<file path="src/hw/rtl/hctd_pkg.sv">
// Shared types, codes and helpers for the HTTP chunked transfer decoder.
// Used by hctd_core and http_chunked_transfer_decoder; no dependencies.
package hctd_pkg;

  localparam int DEFAULT_SIZE_BITS = 32;
  localparam int DIGITS_W = 4;
  localparam logic [DIGITS_W-1:0] MAX_DIGITS_RESET = 4'd8;

  localparam logic [7:0] SPACE_BYTE = 8'h20;
  localparam logic [7:0] CR_BYTE = 8'h0D;
  localparam logic [7:0] LF_BYTE = 8'h0A;

  typedef enum logic [1:0] {
    KIND_PAYLOAD = 2'd0,
    KIND_TRAILER = 2'd1,
    KIND_DONE    = 2'd2,
    KIND_ERROR   = 2'd3
  } kind_t;

  typedef enum logic [1:0] {
    ERR_NONE      = 2'd0,
    ERR_BAD_SIZE  = 2'd1,
    ERR_END_SIZE  = 2'd2,
    ERR_END_CHUNK = 2'd3
  } err_t;

  typedef enum logic [6:0] {
    PH_SIZE     = 7'b0000001,
    PH_EXT      = 7'b0000010,
    PH_DATA     = 7'b0000100,
    PH_DATA_END = 7'b0001000,
    PH_TRAILER  = 7'b0010000,
    PH_DONE     = 7'b0100000,
    PH_ERROR    = 7'b1000000
  } phase_t;

  typedef struct packed {
    logic [7:0] in_byte;
    logic       stream_end;
  } in_item_t;

  typedef struct packed {
    logic [7:0] out_byte;
    kind_t      out_kind;
    err_t       error_code;
  } out_item_t;

  typedef struct packed {
    logic ok;
    logic [3:0] value;
  } hex_digit_t;

  function automatic hex_digit_t hex_value(input logic [7:0] c);
    hex_digit_t h;
    h.ok = 1'b1;
    h.value = 4'd0;
    if (c >= 8'h30 && c <= 8'h39) begin
      h.value = 4'(c - 8'h30);
    end else if (c >= 8'h41 && c <= 8'h46) begin
      h.value = 4'(c - 8'h41 + 8'd10);
    end else if (c >= 8'h61 && c <= 8'h66) begin
      h.value = 4'(c - 8'h61 + 8'd10);
    end else begin
      h.ok = 1'b0;
    end
    return h;
  endfunction

endpackage

</file>
<file path="src/hw/rtl/hctd_core.sv">
// Decoder state and the per-byte update: size line parse, chunk data count,
// trailer pass-through. Depends on hctd_pkg.
module hctd_core #(
  parameter int SIZE_BITS = hctd_pkg::DEFAULT_SIZE_BITS
) (
  input  logic                               clk,
  input  logic                               rst,
  input  logic                               step_en,
  input  hctd_pkg::in_item_t                 item,
  input  logic [hctd_pkg::DIGITS_W-1:0]      max_digits,
  output logic                               res_valid,
  output hctd_pkg::out_item_t                res
);
  import hctd_pkg::*;

  localparam int MAX_DIGITS = SIZE_BITS / 4;

  phase_t                phase, phase_next;
  logic [SIZE_BITS-1:0]  bytes_left, bytes_left_next;
  logic [DIGITS_W-1:0]   digit_count, digit_count_next;
  logic                  trailer_line_empty, trailer_line_empty_next;
  logic                  emit;
  out_item_t             emit_item;
  hex_digit_t            hd;
  logic [7:0]            c;
  logic                  ended;
  logic                  too_many;
  logic [SIZE_BITS-1:0]  bytes_dec;

  assign c = item.in_byte;
  assign ended = item.stream_end;
  assign hd = hex_value(c);
  assign too_many = (digit_count >= max_digits) ||
                    ({1'b0, digit_count} >= (DIGITS_W+1)'(MAX_DIGITS));
  assign bytes_dec = bytes_left - SIZE_BITS'(1);

  always_comb begin
    phase_next = phase;
    bytes_left_next = bytes_left;
    digit_count_next = digit_count;
    trailer_line_empty_next = trailer_line_empty;
    emit = 1'b0;
    emit_item = '{out_byte: 8'd0, out_kind: KIND_ERROR, error_code: ERR_NONE};
    unique case (phase)
      PH_SIZE, PH_EXT, PH_DATA_END: begin
        if (ended) begin
          phase_next = PH_ERROR;
          emit = 1'b1;
          emit_item.error_code = ERR_END_SIZE;
        end else if (c == CR_BYTE) begin
          phase_next = phase;
        end else if (phase == PH_DATA_END) begin
          if (c == LF_BYTE) phase_next = PH_SIZE;
        end else if (c == LF_BYTE) begin
          if (digit_count == '0) begin
            phase_next = PH_ERROR;
            emit = 1'b1;
            emit_item.error_code = ERR_BAD_SIZE;
          end else begin
            digit_count_next = '0;
            if (bytes_left == '0) begin
              trailer_line_empty_next = 1'b1;
              phase_next = PH_TRAILER;
            end else begin
              phase_next = PH_DATA;
            end
          end
        end else if (phase == PH_EXT) begin
          phase_next = phase;
        end else if (c == SPACE_BYTE) begin
          phase_next = PH_EXT;
        end else if (!hd.ok || too_many) begin
          phase_next = PH_ERROR;
          emit = 1'b1;
          emit_item.error_code = ERR_BAD_SIZE;
        end else begin
          digit_count_next = DIGITS_W'(digit_count + 1'b1);
          bytes_left_next = {bytes_left[SIZE_BITS-5:0], hd.value};
        end
      end
      PH_DATA: begin
        emit = 1'b1;
        if (ended) begin
          phase_next = PH_ERROR;
          emit_item.error_code = ERR_END_CHUNK;
        end else begin
          bytes_left_next = bytes_dec;
          if (bytes_dec == '0) phase_next = PH_DATA_END;
          emit_item.out_byte = c;
          emit_item.out_kind = KIND_PAYLOAD;
        end
      end
      PH_TRAILER: begin
        if (ended || (c == LF_BYTE && trailer_line_empty)) begin
          phase_next = PH_DONE;
          emit = 1'b1;
          emit_item.out_kind = KIND_DONE;
        end else if (c != CR_BYTE) begin
          emit = 1'b1;
          emit_item.out_byte = c;
          emit_item.out_kind = KIND_TRAILER;
          trailer_line_empty_next = (c == LF_BYTE);
        end
      end
      default: begin
        phase_next = phase;
      end
    endcase
  end

  assign res_valid = step_en && emit;
  assign res = emit_item;

  always_ff @(posedge clk) begin
    if (rst) begin
      phase <= PH_SIZE;
      bytes_left <= '0;
      digit_count <= '0;
      trailer_line_empty <= 1'b1;
    end else if (step_en) begin
      phase <= phase_next;
      bytes_left <= bytes_left_next;
      digit_count <= digit_count_next;
      trailer_line_empty <= trailer_line_empty_next;
    end
  end

  a_digits_bounded: assert property (@(posedge clk) disable iff (rst)
    ({1'b0, digit_count} <= (DIGITS_W+1)'(MAX_DIGITS)))
    else $error("digit count beyond size width");

  a_data_nonzero: assert property (@(posedge clk) disable iff (rst)
    (phase == PH_DATA) |-> (bytes_left != '0))
    else $error("data phase with no bytes left");

  a_hold_final: assert property (@(posedge clk) disable iff (rst)
    (phase == PH_DONE || phase == PH_ERROR) |=> $stable(phase))
    else $error("left terminal phase");

endmodule

</file>
<file path="src/hw/rtl/http_chunked_transfer_decoder.sv">
// HTTP/1.1 chunked body decoder: one raw byte in, at most one payload, trailer,
// complete or error item out. Top level; depends on hctd_pkg and hctd_core.
//
// Takes one byte item per cycle and sustains one item per cycle while out_stall
// is low: each byte passes an input register, a state update in hctd_core,
// and an output register that holds the item until it is taken. Bytes
// that produce no result (CR, size digits, extensions, line endings) are
// absorbed without an output item. in_stall rises only when the output
// register is full and stalled. After the complete item or an error item
// nothing more is produced until rst. cfg_data (max size digits, reset 8) is
// always accepted and should only be written while the decoder is idle.
module http_chunked_transfer_decoder #(
  parameter int SIZE_BITS = hctd_pkg::DEFAULT_SIZE_BITS
) (
  input  logic                           clk,
  input  logic                           rst,
  input  logic                           in_valid,
  output logic                           in_stall,
  input  hctd_pkg::in_item_t             in_data,
  output logic                           out_valid,
  input  logic                           out_stall,
  output hctd_pkg::out_item_t            out_data,
  input  logic                           cfg_valid,
  output logic                           cfg_ready,
  input  logic [hctd_pkg::DIGITS_W-1:0]  cfg_data
);
  import hctd_pkg::*;

  logic                 s1_valid;
  in_item_t             s1_item;
  logic                 advance;
  logic                 accept;
  logic                 res_valid;
  out_item_t            res;
  logic [DIGITS_W-1:0]  max_digits;

  assign advance = s1_valid && (!out_valid || !out_stall);
  assign in_stall = s1_valid && !advance;
  assign accept = in_valid && !in_stall;
  assign cfg_ready = 1'b1;

  always_ff @(posedge clk) begin
    if (rst) begin
      max_digits <= MAX_DIGITS_RESET;
    end else if (cfg_valid && cfg_ready) begin
      max_digits <= cfg_data;
    end
  end

  always_ff @(posedge clk) begin
    if (rst) begin
      s1_valid <= 1'b0;
    end else if (accept) begin
      s1_valid <= 1'b1;
    end else if (advance) begin
      s1_valid <= 1'b0;
    end
  end

  always_ff @(posedge clk) begin
    if (accept) s1_item <= in_data;
  end

  hctd_core #(
    .SIZE_BITS (SIZE_BITS)
  ) u_core (
    .clk        (clk),
    .rst        (rst),
    .step_en    (advance),
    .item       (s1_item),
    .max_digits (max_digits),
    .res_valid  (res_valid),
    .res        (res)
  );

  always_ff @(posedge clk) begin
    if (rst) begin
      out_valid <= 1'b0;
    end else if (advance && res_valid) begin
      out_valid <= 1'b1;
    end else if (!out_stall) begin
      out_valid <= 1'b0;
    end
  end

  always_ff @(posedge clk) begin
    if (advance && res_valid) out_data <= res;
  end

  a_stall_only_when_full: assert property (@(posedge clk) disable iff (rst)
    in_stall |-> (s1_valid && out_valid && out_stall))
    else $error("input stalled without a blocked output");

  a_new_out_from_core: assert property (@(posedge clk) disable iff (rst)
    $rose(out_valid) |-> $past(advance && res_valid))
    else $error("output item without a core result");

  a_err_code_match: assert property (@(posedge clk) disable iff (rst)
    out_valid |-> ((out_data.out_kind == KIND_ERROR) == (out_data.error_code != ERR_NONE)))
    else $error("error code inconsistent with kind");

  a_byte_zero_for_status: assert property (@(posedge clk) disable iff (rst)
    (out_valid && (out_data.out_kind == KIND_DONE || out_data.out_kind == KIND_ERROR))
      |-> (out_data.out_byte == 8'd0))
    else $error("status item carries a byte");

endmodule

</file>
<file path="config.mk">
export PLATFORM = sky130hd
export DESIGN_NAME = http_chunked_transfer_decoder
export DESIGN_NICKNAME = d
export VERILOG_FILES = /design/src/hw/rtl/hctd_pkg.sv /design/src/hw/rtl/hctd_core.sv /design/src/hw/rtl/http_chunked_transfer_decoder.sv
export SDC_FILE = /design/constraint.sdc
export NUM_CORES = 1
export LEC_CHECK = 0
export ABC_AREA = 1
export BUFFER_PORTS_ARGS = -buffer_cell sky130_fd_sc_hd__buf_4
export CAP_MARGIN = 20
export CORE_AREA = 2 2 113 115
export CTS_CLUSTER_SIZE = 16
export DETAILED_ROUTE_END_ITERATION = 7
export DIE_AREA = 0 0 115 117
export GPL_TIMING_DRIVEN = 0
export PLACE_DENSITY = 0.6
export SLEW_MARGIN = 20
export SYNTH_ARGS = -nofsm -noshare
export SYNTH_HDL_FRONTEND = slang
export SYNTH_SLANG_ARGS = --single-unit
export TNS_END_PERCENT = 10
</file>
<file path="constraint.sdc">
create_clock -name clk -period 4.7 [get_ports clk]
set_input_delay 0.235 -clock clk [delete_from_list [all_inputs] [get_ports clk]]
set_output_delay 0.235 -clock clk [all_outputs]
set_load 0.03 [all_outputs]
</file>
==> key figures <==
GRT
  • Vias in the first global route: 4693
  • Grt total ovfl: 0
  • Overall Global Routing Usage: 0.204
  • Pin count of the biggest net entering global routing: 14
  • Initial antenna violation count: 0
  • Global-route wire length before repair: 21700 µm

Drt
  • Final antenna-violating net count: 0
  • Routed vias/inst: 5.27
  • WL per Instance: 14.3 µm
  • Initial DRT Pass Iterations: 5
  • WL final: 13000 µm
  • DRT iter0 DRCs: 343
  • DRC viols: 0
  • Vias: 4786

Layout
  • Ratio of cells with drive above 1 in the final layout: 0.133
  • Fin util: 0.444
  • Filler cells: 1296
  • Final net count: 786
  • P&R area growth vs syn: 14.6%
  • FF/Latch Area: 1630 µm²
  • Commonest cells after routing, fill and taps aside: 172 x nand2_1, 128 x nor2_1, 82 x inv_1, 52 x o21ai_0, 50 x dfxtp_1
  • Most common cell after layout, fill and taps aside: nand2_1
  • Antenna cells: 0
  • Area of the multi-input gates: 2700 µm²

CTS
  • CTS H-tree depth: 3
  • Clk Latency, worst-skew pair: 350 ps
  • Number of buffers created by CTS: 9
  • CTS tree: yes
  • Post CTS Setup Buffer Count: 0
  • Root Buffer: clkbuf_16
  • CTS Buffer Depth: 2
  • Post-CTS Hold Buffers: 0
  • Post-CTS Resized: 0
  • Clock transition at path regs: 60 ps
  • Total clock sinks: 71

Setup path
  • Worst Setup End Kind: flop
  • Reg2reg setup slack: 2140 ps
  • Worst path most repeated cell: nand2_1
  • Worst-path fanout max: 12
  • Critical Path Slowest Stage Cell: edfxtp_1
  • Cell family with most CP delay: simple AND/OR/NAND/NOR gates
  • WP buf/inv: 2
  • Reg-to-reg startpoint: s1_item[1]
  • CP Launch Type: flop
  • Worst reg2reg path endpoint: out_data[5]
  • Reg2reg path depth: 13
  • Worst path required time: 4690 ps
  • WS Path Type: flop to flop
  • Slowest stage delay, CP: 400 ps
  • Crit-path cells: inv_1 -> ha_1 -> o21ai_0 -> nand2_1 -> nand2_1 -> nand2_1 -> nand2_1 -> nand2_1 -> nand2_1 -> nand3_1 -> nand4_1 -> nand2_1 -> inv_1
  • WP data arrival: 2550 ps

Pwr
  • Pwr Density: 589 nW/µm²
  • Total Power: 3.22 mW
  • Leak: 2.59 nW
  • Worst VDD drop: 0.269 mV

Logic synthesis
  • Number of distinct library cells after synthesis: 38
  • Seq cells post-synth: 71
  • Yosys warns: 0
  • Synth async-reset ratio: 0
  • Post-synthesis cell count: 712
  • Sequential cell area fraction in the yosys report: 0.342
  • Mapped Area: 4770 µm²
  • Syn Area/Cell: 6.70 µm²
  • Top_reg_cell synth: dfxtp_1
  • Post-Synthesis Net Count: 744
  • Post-synth EDFFs: 21

Floorplanning
  • Site row count: 41
  • Die H: 117 µm
  • Die footprint: 13500 µm²
  • Die X: 115 µm
  • Num ports: 33
  • Initial Util: 0.388
  • Core Area: 12300 µm²

Min path
  • HP Start: in_data[2]
  • Hold path cells: 1
  • Hold endpoint: s1_item[2]
  • Hold WC Path Type: primary input to flop

STA
  • Setup violators final: 0
  • Min Tclk post-route: 2560 ps
  • Slew Limit Fails: 0
  • RSZ-0062 raised after global routing: no
  • Crit share post-route: 0.545
  • Worst-Margin Slew: 581 ps
  • Final hold viol count: 0
  • Setup TNS: 0 ps
  • Worst slew margin: 0.613
  • Max Clock Skew: 5.92 ps
  • Fmax: 390 MHz
  • Fin worst setup slack: 2140 ps

Placed design
  • Hpwl dp: 9980 µm
  • Post-place setup slack: 2140 ps
  • Gp weighted congestion: 0.936
  • IO buf count: 31

Run
  • # Max-Cap Violations: 0

Run status
  • Status: complete, no violations
## layer usage
metal,vias to the layer above,track usage,wire [µm]
li1,2414,-,-
met1,2212,0.246,5680
met2,133,0.356,6340
met3,27,0.0407,620
met4,0,0.0843,317
met5,-,0,0
## registers in the layout (all words and copies together) (netlist names)
register                   cells
u_core.digit_count             4
s1_valid                       1
max_digits                     4
u_core.phase                   7
u_core.bytes_left             32
u_core.trailer_line_empty      1
s1_item                        9
out_valid                      1
out_data                      12
## logic make-up (layout without fill, tap and decap cells)
group,after synthesis,after routing,synth area share
other,1,1,0.000786
AOI/OAI and AO/OA,117,117,0.143
DFF,71,71,0.342
buffers and inverters,106,153,0.0915
adders and majority gates,14,14,0.0367
and+or+nand+nor,399,399,0.379
xor gates and xnor gates,4,4,0.00734
## report_power, final
group	switching, mW	total, mW	leakage, nW	internal [mW]
combinational	1.21	1.80	1.86	0.586
sequential	0.0700	0.784	0.604	0.714
clock	0.278	0.638	0.129	0.360
total	1.56	3.22	2.59	1.66
## worst max-delay path by stage
stage | slack [ps] | from | end | depth (start not counted)
final | 2140 | s1_item[1] | out_data[5] | 13
after global routing | 1840 | s1_item[1] | out_data[4] | 13
after CTS | 2110 | s1_item[1] | out_data[8] | 13
after detailed placement | 2140 | s1_item[1] | out_data[8] | 13
after global placement | 2210 | s1_item[1] | out_data[9] | 13
after floorplan | 2580 | s1_item[1] | out_data[0] | 13
## through the flow
step	area (µm²)	std cells	hold slack, ps
floorplan	4770	712	334
global placement	5190	893	413
detailed placement	5190	893	415
CTS	5470	909	51.6
global route	5470	909	50.3
finish	5470	909	63.6
## final cells by class
class	count	share of cell area
sequential	71	0.298
inverter	87	0.0597
timing repair buffer	31	0.0426
clock buffer	10	0.0419
buffer	19	0.0201
tap	150	0.0343
clock inverter	6	0.00847
multi-input combinational	535	0.495
## cell usage after synthesis, types with 2 or more instances
library cell	number	area (µm²)
buf_2	9	45.0
nand4_2	3	37.5
nor2_2	7	43.8
o21ai_1	7	35.0
inv_1	82	308
nor2_1	128	480
o22ai_1	3	18.8
nand3_2	3	30.0
nor2_4	8	90.1
nand2_2	9	56.3
ha_1	14	175
edfxtp_1	21	631
o21ai_0	52	260
nor3_1	7	35.0
xor2_1	3	26.3
nand4_1	11	68.8
a211oi_1	31	233
clkbuf_1	6	22.5
nand3_1	40	200
dfxtp_1	50	1000
nand2_4	5	56.3
nand2_1	172	646
and3_1	2	12.5
inv_2	4	15.0
a21oi_1	22	110
## worst register-to-register path, delay by kind of cell, from the launching register on
| kind | cells | cell delay, ps |
|---|---|---|
| AND/OR/NAND/NOR | 9 | 900 |
| adder cells (fa/ha/maj) | 1 | 240 |
| buffers and inverters | 2 | 510 |
| AO/OA/AOI/OAI | 1 | 160 |
| flip-flops | 1 | 400 |
(Power assumes the default switching activity.)
